$ cat src/sv/erl_pkg.sv
// Event ring log: shared widths, operation codes and the command/status
// structs that join the controller to the datapath. No dependencies.
package erl_pkg;

    localparam int KIND_W           = 2;
    localparam int ID_W             = 32;
    localparam int PAY_W            = 32;
    localparam int CNT_W            = 6;
    localparam int TOTAL_W          = 32;
    localparam int MAX_RESULTS      = 32;
    localparam int DEF_CAPACITY     = 32;
    localparam int DEF_PAYLOAD_BITS = 32;

    localparam logic [KIND_W-1:0] KIND_WRITE = 2'd0;
    localparam logic [KIND_W-1:0] KIND_PEEK  = 2'd1;
    localparam logic [KIND_W-1:0] KIND_MARK  = 2'd2;

    // controller -> datapath
    typedef struct packed {
        logic write;      // store the accepted record at the write pointer
        logic capture;    // start a walk: clear scan/emit, latch limit and target
        logic rd;         // read the slot under the scan position
        logic scan_inc;   // advance the scan position
        logic clr_pend;   // mark the slot under the scan position synced
        logic out_rec;    // load the output register with the slot just read
        logic out_empty;  // load the output register with an empty final result
    } erl_cmd_t;

    // datapath -> controller
    typedef struct packed {
        logic peek_none;  // peek request would return nothing
        logic cur_pend;   // slot under the scan position holds an unsynced record
        logic scan_done;  // every slot has been walked
        logic id_le;      // id read from the slot is at most the mark limit
        logic last_hit;   // the record being loaded is the last of this peek
        logic m_fire;     // output register taken this cycle
    } erl_status_t;

endpackage

$ cat src/sv/event_ring_log_with_sync_marks.sv
// Event ring log with synced marks: top level.
// Depends on erl_pkg, erl_ctrl and erl_datapath.
//
// Usage:
//   Input channel (s_*): one request per handshake. kind selects write
//   record, peek unsynced, or mark synced up to event_id.
//   Result channel (m_*): each request gives one or more results; m_last
//   flags the final one. Status fields show the state after the request.
//   Timing: one request at a time, taken only in the idle state.
//   - write / unused kind: result registered 1 cycle after acceptance.
//   - peek: walks the ring oldest to newest one slot per cycle from the
//     scan counter; each hit adds a state for the registered memory
//     read, then waits for its result to be taken.
//   - mark: walks every slot; a pending slot is read, then its id is
//     compared with event_id; others are passed over.
//   Reset (aresetn low, synchronous) empties the ring and clears counters,
//   pending bits and the overflow flag; no memory clearing pass is needed.
//   A stalled receiver holds the result register and pauses the walk; no
//   request is accepted until the last result has been taken.
module event_ring_log_with_sync_marks #(
    parameter int CAPACITY     = erl_pkg::DEF_CAPACITY,
    parameter int PAYLOAD_BITS = erl_pkg::DEF_PAYLOAD_BITS
) (
    input  logic                        aclk,
    input  logic                        aresetn,
    input  logic                        s_valid,
    output logic                        s_ready,
    input  logic [erl_pkg::KIND_W-1:0]  s_kind,
    input  logic [erl_pkg::ID_W-1:0]    s_event_id,
    input  logic [erl_pkg::PAY_W-1:0]   s_payload,
    input  logic [erl_pkg::CNT_W-1:0]   s_max_wanted,
    output logic                        m_valid,
    input  logic                        m_ready,
    output logic                        m_out_valid,
    output logic [erl_pkg::ID_W-1:0]    m_out_event_id,
    output logic [erl_pkg::PAY_W-1:0]   m_out_payload,
    output logic                        m_last,
    output logic [erl_pkg::CNT_W-1:0]   m_unsynced_count,
    output logic [erl_pkg::CNT_W-1:0]   m_stored_count,
    output logic [erl_pkg::TOTAL_W-1:0] m_total_written,
    output logic                        m_overflowed
);
    import erl_pkg::*;

    erl_cmd_t    cmd;
    erl_status_t sts;

    erl_ctrl u_ctrl (
        .aclk    (aclk),
        .aresetn (aresetn),
        .s_valid (s_valid),
        .s_ready (s_ready),
        .s_kind  (s_kind),
        .sts     (sts),
        .cmd     (cmd)
    );

    erl_datapath #(
        .CAPACITY     (CAPACITY),
        .PAYLOAD_BITS (PAYLOAD_BITS)
    ) u_datapath (
        .aclk             (aclk),
        .aresetn          (aresetn),
        .s_event_id       (s_event_id),
        .s_payload        (s_payload),
        .s_max_wanted     (s_max_wanted),
        .cmd              (cmd),
        .sts              (sts),
        .m_valid          (m_valid),
        .m_ready          (m_ready),
        .m_out_valid      (m_out_valid),
        .m_out_event_id   (m_out_event_id),
        .m_out_payload    (m_out_payload),
        .m_last           (m_last),
        .m_unsynced_count (m_unsynced_count),
        .m_stored_count   (m_stored_count),
        .m_total_written  (m_total_written),
        .m_overflowed     (m_overflowed)
    );

endmodule

$ cat src/sv/erl_ctrl.sv
// Event ring log controller: sequences writes, peek walks and mark walks.
// Depends on erl_pkg for the operation codes and command/status structs.
module erl_ctrl (
    input  logic                       aclk,
    input  logic                       aresetn,
    input  logic                       s_valid,
    output logic                       s_ready,
    input  logic [erl_pkg::KIND_W-1:0] s_kind,
    input  erl_pkg::erl_status_t       sts,
    output erl_pkg::erl_cmd_t          cmd
);
    import erl_pkg::*;

    typedef enum logic [2:0] {
        S_IDLE,
        S_PEEK_SCAN,
        S_PEEK_DATA,
        S_PEEK_OUT,
        S_MARK_RD,
        S_MARK_CMP,
        S_DONE_OUT
    } state_t;

    state_t state_reg, state_next;
    logic   accept;

    assign s_ready = (state_reg == S_IDLE);
    assign accept  = s_valid && s_ready;

    always_comb begin
        state_next = state_reg;
        cmd        = '0;
        case (state_reg)
            S_IDLE: begin
                if (accept) begin
                    case (s_kind)
                        KIND_WRITE: begin
                            cmd.write     = 1'b1;
                            cmd.out_empty = 1'b1;
                            state_next    = S_DONE_OUT;
                        end
                        KIND_PEEK: begin
                            cmd.capture = 1'b1;
                            if (sts.peek_none) begin
                                cmd.out_empty = 1'b1;
                                state_next    = S_DONE_OUT;
                            end else begin
                                state_next = S_PEEK_SCAN;
                            end
                        end
                        KIND_MARK: begin
                            cmd.capture = 1'b1;
                            state_next  = S_MARK_RD;
                        end
                        default: begin
                            cmd.out_empty = 1'b1;
                            state_next    = S_DONE_OUT;
                        end
                    endcase
                end
            end
            S_PEEK_SCAN: begin
                if (sts.scan_done) begin
                    cmd.out_empty = 1'b1;
                    state_next    = S_DONE_OUT;
                end else if (sts.cur_pend) begin
                    cmd.rd     = 1'b1;
                    state_next = S_PEEK_DATA;
                end else begin
                    cmd.scan_inc = 1'b1;
                end
            end
            S_PEEK_DATA: begin
                cmd.out_rec  = 1'b1;
                cmd.scan_inc = 1'b1;
                state_next   = sts.last_hit ? S_DONE_OUT : S_PEEK_OUT;
            end
            S_PEEK_OUT: begin
                if (sts.m_fire) begin
                    state_next = S_PEEK_SCAN;
                end
            end
            S_MARK_RD: begin
                if (sts.scan_done) begin
                    cmd.out_empty = 1'b1;
                    state_next    = S_DONE_OUT;
                end else if (sts.cur_pend) begin
                    cmd.rd     = 1'b1;
                    state_next = S_MARK_CMP;
                end else begin
                    cmd.scan_inc = 1'b1;
                end
            end
            S_MARK_CMP: begin
                cmd.clr_pend = sts.id_le;
                cmd.scan_inc = 1'b1;
                state_next   = S_MARK_RD;
            end
            S_DONE_OUT: begin
                if (sts.m_fire) begin
                    state_next = S_IDLE;
                end
            end
            default: begin
                state_next = S_IDLE;
            end
        endcase
    end

    always_ff @(posedge aclk) begin
        if (!aresetn) begin
            state_reg <= S_IDLE;
        end else begin
            state_reg <= state_next;
        end
    end

    // a request is only taken with no result outstanding
    a_accept_idle: assert property (@(posedge aclk) disable iff (!aresetn)
        accept |=> (state_reg != S_PEEK_OUT))
        else $error("request accepted into a result wait");

    // a record load is always preceded by a slot read
    a_data_after_rd: assert property (@(posedge aclk) disable iff (!aresetn)
        (state_reg == S_PEEK_DATA) |-> $past(cmd.rd))
        else $error("peek data without a read");

    a_cmp_after_rd: assert property (@(posedge aclk) disable iff (!aresetn)
        (state_reg == S_MARK_CMP) |-> $past(cmd.rd))
        else $error("mark compare without a read");

endmodule

$ cat src/sv/erl_datapath.sv
// Event ring log datapath: id/payload memories, pending bits, counters,
// scan position and the output register. Depends on erl_pkg.
module erl_datapath #(
    parameter int CAPACITY     = erl_pkg::DEF_CAPACITY,
    parameter int PAYLOAD_BITS = erl_pkg::DEF_PAYLOAD_BITS
) (
    input  logic                        aclk,
    input  logic                        aresetn,
    input  logic [erl_pkg::ID_W-1:0]    s_event_id,
    input  logic [erl_pkg::PAY_W-1:0]   s_payload,
    input  logic [erl_pkg::CNT_W-1:0]   s_max_wanted,
    input  erl_pkg::erl_cmd_t           cmd,
    output erl_pkg::erl_status_t        sts,
    output logic                        m_valid,
    input  logic                        m_ready,
    output logic                        m_out_valid,
    output logic [erl_pkg::ID_W-1:0]    m_out_event_id,
    output logic [erl_pkg::PAY_W-1:0]   m_out_payload,
    output logic                        m_last,
    output logic [erl_pkg::CNT_W-1:0]   m_unsynced_count,
    output logic [erl_pkg::CNT_W-1:0]   m_stored_count,
    output logic [erl_pkg::TOTAL_W-1:0] m_total_written,
    output logic                        m_overflowed
);
    import erl_pkg::*;

    localparam int IDX_W   = $clog2(CAPACITY);
    localparam int OCC_W   = $clog2(CAPACITY + 1);
    localparam int STORE_W = (PAYLOAD_BITS < PAY_W) ? PAYLOAD_BITS : PAY_W;
    localparam int CMP_W   = (OCC_W > CNT_W) ? OCC_W : CNT_W;

    logic [ID_W-1:0]    ids_mem [CAPACITY];
    logic [STORE_W-1:0] pay_mem [CAPACITY];

    logic [IDX_W-1:0]    wp_reg, wp_next;
    logic [OCC_W-1:0]    occ_reg, occ_next;
    logic [TOTAL_W-1:0]  total_reg, total_next;
    logic                ovf_reg, ovf_next;
    logic [CAPACITY-1:0] pend_reg, pend_next;
    logic [OCC_W-1:0]    ucnt_reg, ucnt_next;
    logic [OCC_W-1:0]    scan_reg, scan_next;
    logic [CNT_W-1:0]    emit_reg, emit_next;
    logic [CNT_W-1:0]    target_reg, target_next;
    logic [ID_W-1:0]     lim_reg, lim_next;
    logic                mvalid_reg, mvalid_next;

    logic [ID_W-1:0]     id_q_reg;
    logic [STORE_W-1:0]  pay_q_reg;
    logic                out_valid_reg;
    logic [ID_W-1:0]     out_id_reg;
    logic [PAY_W-1:0]    out_pay_reg;
    logic                last_reg;

    logic                full;
    logic [IDX_W-1:0]    start;
    logic [IDX_W:0]      slot_sum;
    logic [IDX_W-1:0]    slot;
    logic [CNT_W-1:0]    want_clip;
    logic [CNT_W-1:0]    target_c;
    logic                new_pend;

    assign full = (occ_reg == OCC_W'(CAPACITY));

    // oldest record sits at the write pointer once the ring has wrapped
    assign start    = full ? wp_reg : '0;
    assign slot_sum = {1'b0, start} + {1'b0, scan_reg[IDX_W-1:0]};
    always_comb begin
        if (slot_sum >= (IDX_W + 1)'(CAPACITY)) begin
            slot = IDX_W'(slot_sum - (IDX_W + 1)'(CAPACITY));
        end else begin
            slot = slot_sum[IDX_W-1:0];
        end
    end

    // peek returns min(max_wanted, 32, pending records)
    assign want_clip = (s_max_wanted > CNT_W'(MAX_RESULTS)) ? CNT_W'(MAX_RESULTS)
                                                            : s_max_wanted;
    assign target_c  = (CMP_W'(ucnt_reg) < CMP_W'(want_clip)) ? CNT_W'(ucnt_reg)
                                                              : want_clip;
    assign new_pend  = (s_event_id != '0);

    always_comb begin
        wp_next     = wp_reg;
        occ_next    = occ_reg;
        total_next  = total_reg;
        ovf_next    = ovf_reg;
        pend_next   = pend_reg;
        ucnt_next   = ucnt_reg;
        scan_next   = scan_reg;
        emit_next   = emit_reg;
        target_next = target_reg;
        lim_next    = lim_reg;
        mvalid_next = mvalid_reg;

        if (cmd.write) begin
            pend_next[wp_reg] = new_pend;
            ucnt_next  = ucnt_reg + OCC_W'(new_pend) - OCC_W'(pend_reg[wp_reg]);
            wp_next    = (wp_reg == IDX_W'(CAPACITY - 1)) ? '0 : wp_reg + 1'b1;
            total_next = total_reg + 1'b1;
            if (full) begin
                ovf_next = 1'b1;
            end else begin
                occ_next = occ_reg + 1'b1;
            end
        end
        if (cmd.capture) begin
            scan_next   = '0;
            emit_next   = '0;
            target_next = target_c;
            lim_next    = s_event_id;
        end
        if (cmd.clr_pend) begin
            pend_next[slot] = 1'b0;
            ucnt_next       = ucnt_reg - 1'b1;
        end
        if (cmd.scan_inc) begin
            scan_next = scan_reg + 1'b1;
        end
        if (cmd.out_rec) begin
            emit_next = emit_reg + 1'b1;
        end
        if (mvalid_reg && m_ready) begin
            mvalid_next = 1'b0;
        end
        if (cmd.out_rec || cmd.out_empty) begin
            mvalid_next = 1'b1;
        end
    end

    always_ff @(posedge aclk) begin
        if (!aresetn) begin
            wp_reg     <= '0;
            occ_reg    <= '0;
            total_reg  <= '0;
            ovf_reg    <= 1'b0;
            pend_reg   <= '0;
            ucnt_reg   <= '0;
            scan_reg   <= '0;
            emit_reg   <= '0;
            target_reg <= '0;
            lim_reg    <= '0;
            mvalid_reg <= 1'b0;
        end else begin
            wp_reg     <= wp_next;
            occ_reg    <= occ_next;
            total_reg  <= total_next;
            ovf_reg    <= ovf_next;
            pend_reg   <= pend_next;
            ucnt_reg   <= ucnt_next;
            scan_reg   <= scan_next;
            emit_reg   <= emit_next;
            target_reg <= target_next;
            lim_reg    <= lim_next;
            mvalid_reg <= mvalid_next;
        end
    end

    // record memories, one write and one registered read per cycle
    always_ff @(posedge aclk) begin
        if (cmd.write) begin
            ids_mem[wp_reg] <= s_event_id;
        end
        if (cmd.rd) begin
            id_q_reg <= ids_mem[slot];
        end
    end

    always_ff @(posedge aclk) begin
        if (cmd.write) begin
            pay_mem[wp_reg] <= s_payload[STORE_W-1:0];
        end
        if (cmd.rd) begin
            pay_q_reg <= pay_mem[slot];
        end
    end

    always_ff @(posedge aclk) begin
        if (cmd.out_rec) begin
            out_valid_reg <= 1'b1;
            out_id_reg    <= id_q_reg;
            out_pay_reg   <= PAY_W'(pay_q_reg);
            last_reg      <= sts.last_hit;
        end else if (cmd.out_empty) begin
            out_valid_reg <= 1'b0;
            out_id_reg    <= '0;
            out_pay_reg   <= '0;
            last_reg      <= 1'b1;
        end
    end

    assign sts.peek_none = (target_c == '0);
    assign sts.cur_pend  = pend_reg[slot];
    assign sts.scan_done = (scan_reg == OCC_W'(CAPACITY));
    assign sts.id_le     = (id_q_reg <= lim_reg);
    assign sts.last_hit  = (CNT_W'(emit_reg + 1'b1) == target_reg);
    assign sts.m_fire    = mvalid_reg && m_ready;

    // status is live state; it holds still while a result is outstanding
    assign m_valid          = mvalid_reg;
    assign m_out_valid      = out_valid_reg;
    assign m_out_event_id   = out_id_reg;
    assign m_out_payload    = out_pay_reg;
    assign m_last           = last_reg;
    assign m_unsynced_count = CNT_W'(ucnt_reg);
    assign m_stored_count   = CNT_W'(occ_reg);
    assign m_total_written  = total_reg;
    assign m_overflowed     = ovf_reg;

    a_ucnt_matches: assert property (@(posedge aclk) disable iff (!aresetn)
        ucnt_reg == OCC_W'($countones(pend_reg)))
        else $error("unsynced count out of step with pending bits");

    a_ucnt_le_occ: assert property (@(posedge aclk) disable iff (!aresetn)
        ucnt_reg <= occ_reg)
        else $error("more unsynced records than stored ones");

    a_ovf_sticky: assert property (@(posedge aclk) disable iff (!aresetn)
        ovf_reg |=> ovf_reg)
        else $error("overflow flag cleared");

    a_ovf_full: assert property (@(posedge aclk) disable iff (!aresetn)
        ovf_reg |-> full)
        else $error("overflow without a full ring");

endmodule
$ cat config.mk
export PLATFORM = sky130hd
export DESIGN_NAME = event_ring_log_with_sync_marks
export DESIGN_NICKNAME = d
export VERILOG_FILES = /design/src/sv/erl_pkg.sv /design/src/sv/event_ring_log_with_sync_marks.sv /design/src/sv/erl_ctrl.sv /design/src/sv/erl_datapath.sv
export SDC_FILE = /design/constraint.sdc
export NUM_CORES = 2
export LEC_CHECK = 0
export ABC_AREA = 1
export BUFFER_PORTS_ARGS = -buffer_cell sky130_fd_sc_hd__buf_2
export CAP_MARGIN = 10
export CORE_UTILIZATION = 50
export DETAILED_ROUTE_END_ITERATION = 16
export GPL_ROUTABILITY_DRIVEN = 1
export HOLD_SLACK_MARGIN = 0.02
export PLACE_DENSITY = 0.76
export REMOVE_ABC_BUFFERS = 1
export SKIP_CTS_REPAIR_TIMING = 1
export SLEW_MARGIN = 10
export SYNTH_ARGS = -nofsm -noshare
export SYNTH_HDL_FRONTEND = slang
export SYNTH_SLANG_ARGS = --single-unit
export TNS_END_PERCENT = 50
$ cat constraint.sdc
create_clock -name aclk -period 6.8 [get_ports aclk]
set_clock_uncertainty 0.2 [all_clocks]
set_input_delay 1.02 -clock aclk [delete_from_list [all_inputs] [get_ports aclk]]
set_output_delay 1.02 -clock aclk [all_outputs]
set_load 0.02 [all_outputs]
==> results.toml <==
[synthesis]
postSynthAreaPerCell_um2 = 15.15
synth-main-ff-cell = "edfxtp_1"
async_flop_share = 0
ys_warn_count = 0
syn_area_um2 = 87700
syn_inst = 5787
ys_ff_latch = 2314
yosysSeqAreaShare = 0.7767
synth_edf_count = 2177
ys_types = 53

[die]
die_x_um = 420.8
dieArea_um2 = 177100
die_h_um = 420.8
core_area_um2 = 174000
io_pins = 189
initial_core_util = 0.5040
fp-row-count = 153

[global_routing]
antenna_found_initial = 25
grt_max_degree = 181
overflow = 0
grt_pass1_vias = 52250
grt_pass1_wl_um = 351500
grtUsageTotal = 0.2742

[timing]
hold_viol_final = 0
rsz0062_at_grt = "no"
relSlewSlack = 0.1200
min_period_ps = 5584
whs_ps = 260.5
post-route-period-util = 0.8212
setup_viol = 0
drv_slew = 0
max_freq_mhz = 179.1
tightest_slew_ps = 1317

[layout]
fin_cells = 8484
reg_top3 = "u_datapath.ids_mem (1024), u_datapath.pay_mem (1024)"
area_growth_pct = 12.26
finish.net_count = 6116
mostFrequentLayoutCell = "edfxtp_1"
final_cell_mix = "edfxtp_1, a22oi_1, nand2_1"
drive_gt1_frac = 0.1091

[min_path]
hold_start = "u_datapath.lim_reg[5]"
hold_depth = 2
hold_path.class = "reg2reg"
hold_end = "u_datapath.lim_reg[5]"

[route]
top_layer_used = "met5"
met2_length_um = 115600
drc = 0
dr.pass1.iters = 10
drt-total-wl_um = 247800
viasPerCell = 6.484
wl_met3_um = 30440
vias = 55010
antenna_left = 0
drt_iter0_drc = 8873
wl_per_cell_um = 29.21
met1_length_um = 88830

[setup_path]
r2r_cells = 16
startpoint_type = "flop"
cpMaxStageDelayCell = "inv_8"
critical_path_class = "reg2reg"
worstPathArrival_ps = 5900
crit_top_cell = "nand2_1"
r2r_start = "u_datapath.wp_reg[0]"
timing.reg2reg.setup_slack_ps = 1220
end_kind = "flop"
r2r-end = "u_datapath.pay_q_reg[8]"
critPathTopFamily = "buffers and inverters"
slowest_delay_ps = 710
path_max_fanout = 115
cp.required_ps = 7120
cp_cell_sequence = "inv_1, nor2_1, ha_1, fa_1, inv_1, nand2_1, inv_8, nand2_1, nand4_1, nand2_1, nand2_1, nand2_1, nand2_1, nand2_1, a21oi_4, buf_12"
worst-path-buf-inv = 4

[job]
cap_violations = 0

[clock_network]
clock_latency_ps = 860
htreeDepth = 4
clock-sinks = 2314
cts_made_buffers = 212
clk_pin_slew_worst_paths_ps = 60
cts_buffer_depth = 3
cts-root-buf = "clkbuf_16"
cts_tree = "built"

[run_status]
status = "finished clean"

[power]
leakagePower_nw = 32.05
power.density_nw_per_um2 = 333.6
ir_worst_vdd_v = 0.0004159

[place]
dp.cells = 8083
gp_congestion = 0.8799
dp_hpwl_um = 126400
portBuffers = 188
-- report_power, final --
group	internal, mW	switching (mW)	total, mW
registers	16.0	0.119	16.1
logic	1.52	3.57	5.10
clock network	6.50	5.16	11.7
total	24.0	8.85	32.8
-- worst min-delay path, delay by kind of cell, from the launching register on --
family,cells,cell delay [ps]
flip-flops,1,300
AO/OA/AOI/OAI,1,50
buffers and inverters,1,60
-- layout make-up --
| class | instances | area [um2] |
|---|---|---|
| diodes | 16 | 40.04 |
| clock buffers | 273 | 5689 |
| clock inverters | 112 | 1013 |
| fillers | 12860 | 75570 |
| inverters | 271 | 1049 |
| multi-input cells | 2875 | 17530 |
| flip-flops and latches | 2314 | 68120 |
| well taps | 2325 | 2909 |
| repair buffers | 298 | 2105 |
-- logic make-up after synthesis --
logic type               synth area share
adder cells (fa/ha/maj)          0.009873
XOR/XNOR                         0.003923
AO/OA/AOI/OAI                      0.1263
AND/OR/NAND/NOR                   0.05604
multiplexers                    0.0001141
flip-flops                         0.7767
buffers and inverters             0.02705
-- through the flow --
step,area [um2],power (mW),worst slack [ps],TNS (ps),utilization
2_1_floorplan,86350,19.75,-15790,-2161630,-
3_3_place_gp,91700,21.27,1362,0,0.5270
3_5_place_dp,91700,21.39,1395,0,0.5270
4_1_cts,98410,32.81,1337,0,0.5655
5_1_grt,98430,33.84,948.9,0,0.5657
6_report,98450,32.85,1216,0,0.5658
-- Yosys cell counts (13+ instances only) --
master	n	area [um2]
xor2_1	22	192.7
buf_1	36	135.1
a21oi_1	458	2292
a22o_1	132	1156
nand3_1	72	360.4
inv_1	258	968.4
a221oi_1	122	1069
ha_1	66	825.8
nor4_1	15	93.84
nand4_1	90	563.0
o21ai_0	126	630.6
a22oi_1	683	5127
o31ai_1	16	120.1
nor2_1	282	1059
edfxtp_1	2177	65370
dfxtp_1	137	2743
nand2_1	548	2057
o22ai_1	58	362.9
buf_2	77	385.4
or2_2	13	81.33
clkbuf_1	209	784.5
nor3_1	91	455.4
-- worst max-delay path by stage --
stage                                 startpoint                  endpoint  slack [ps]  cells past startpoint
floorplan           u_datapath.m_stored_count[0]    u_datapath.id_q_reg[0]      -15790                     16
global placement            u_datapath.wp_reg[0]  u_datapath.pay_q_reg[15]        1360                     16
detailed placement          u_datapath.wp_reg[0]  u_datapath.pay_q_reg[27]        1390                     16
CTS                         u_datapath.wp_reg[0]   u_datapath.pay_q_reg[3]        1340                     16
global route                u_datapath.wp_reg[0]   u_datapath.pay_q_reg[8]         950                     16
finish                      u_datapath.wp_reg[0]   u_datapath.pay_q_reg[8]        1220                     16
-- metal layers --
metal | global-route usage | vias up
li1 | - | 22900
met1 | 0.3650 | 27270
met2 | 0.4290 | 4132
met3 | 0.05741 | 692
met4 | 0.1392 | 16
met5 | 0 | -
Power figures use the tool's default switching activity.
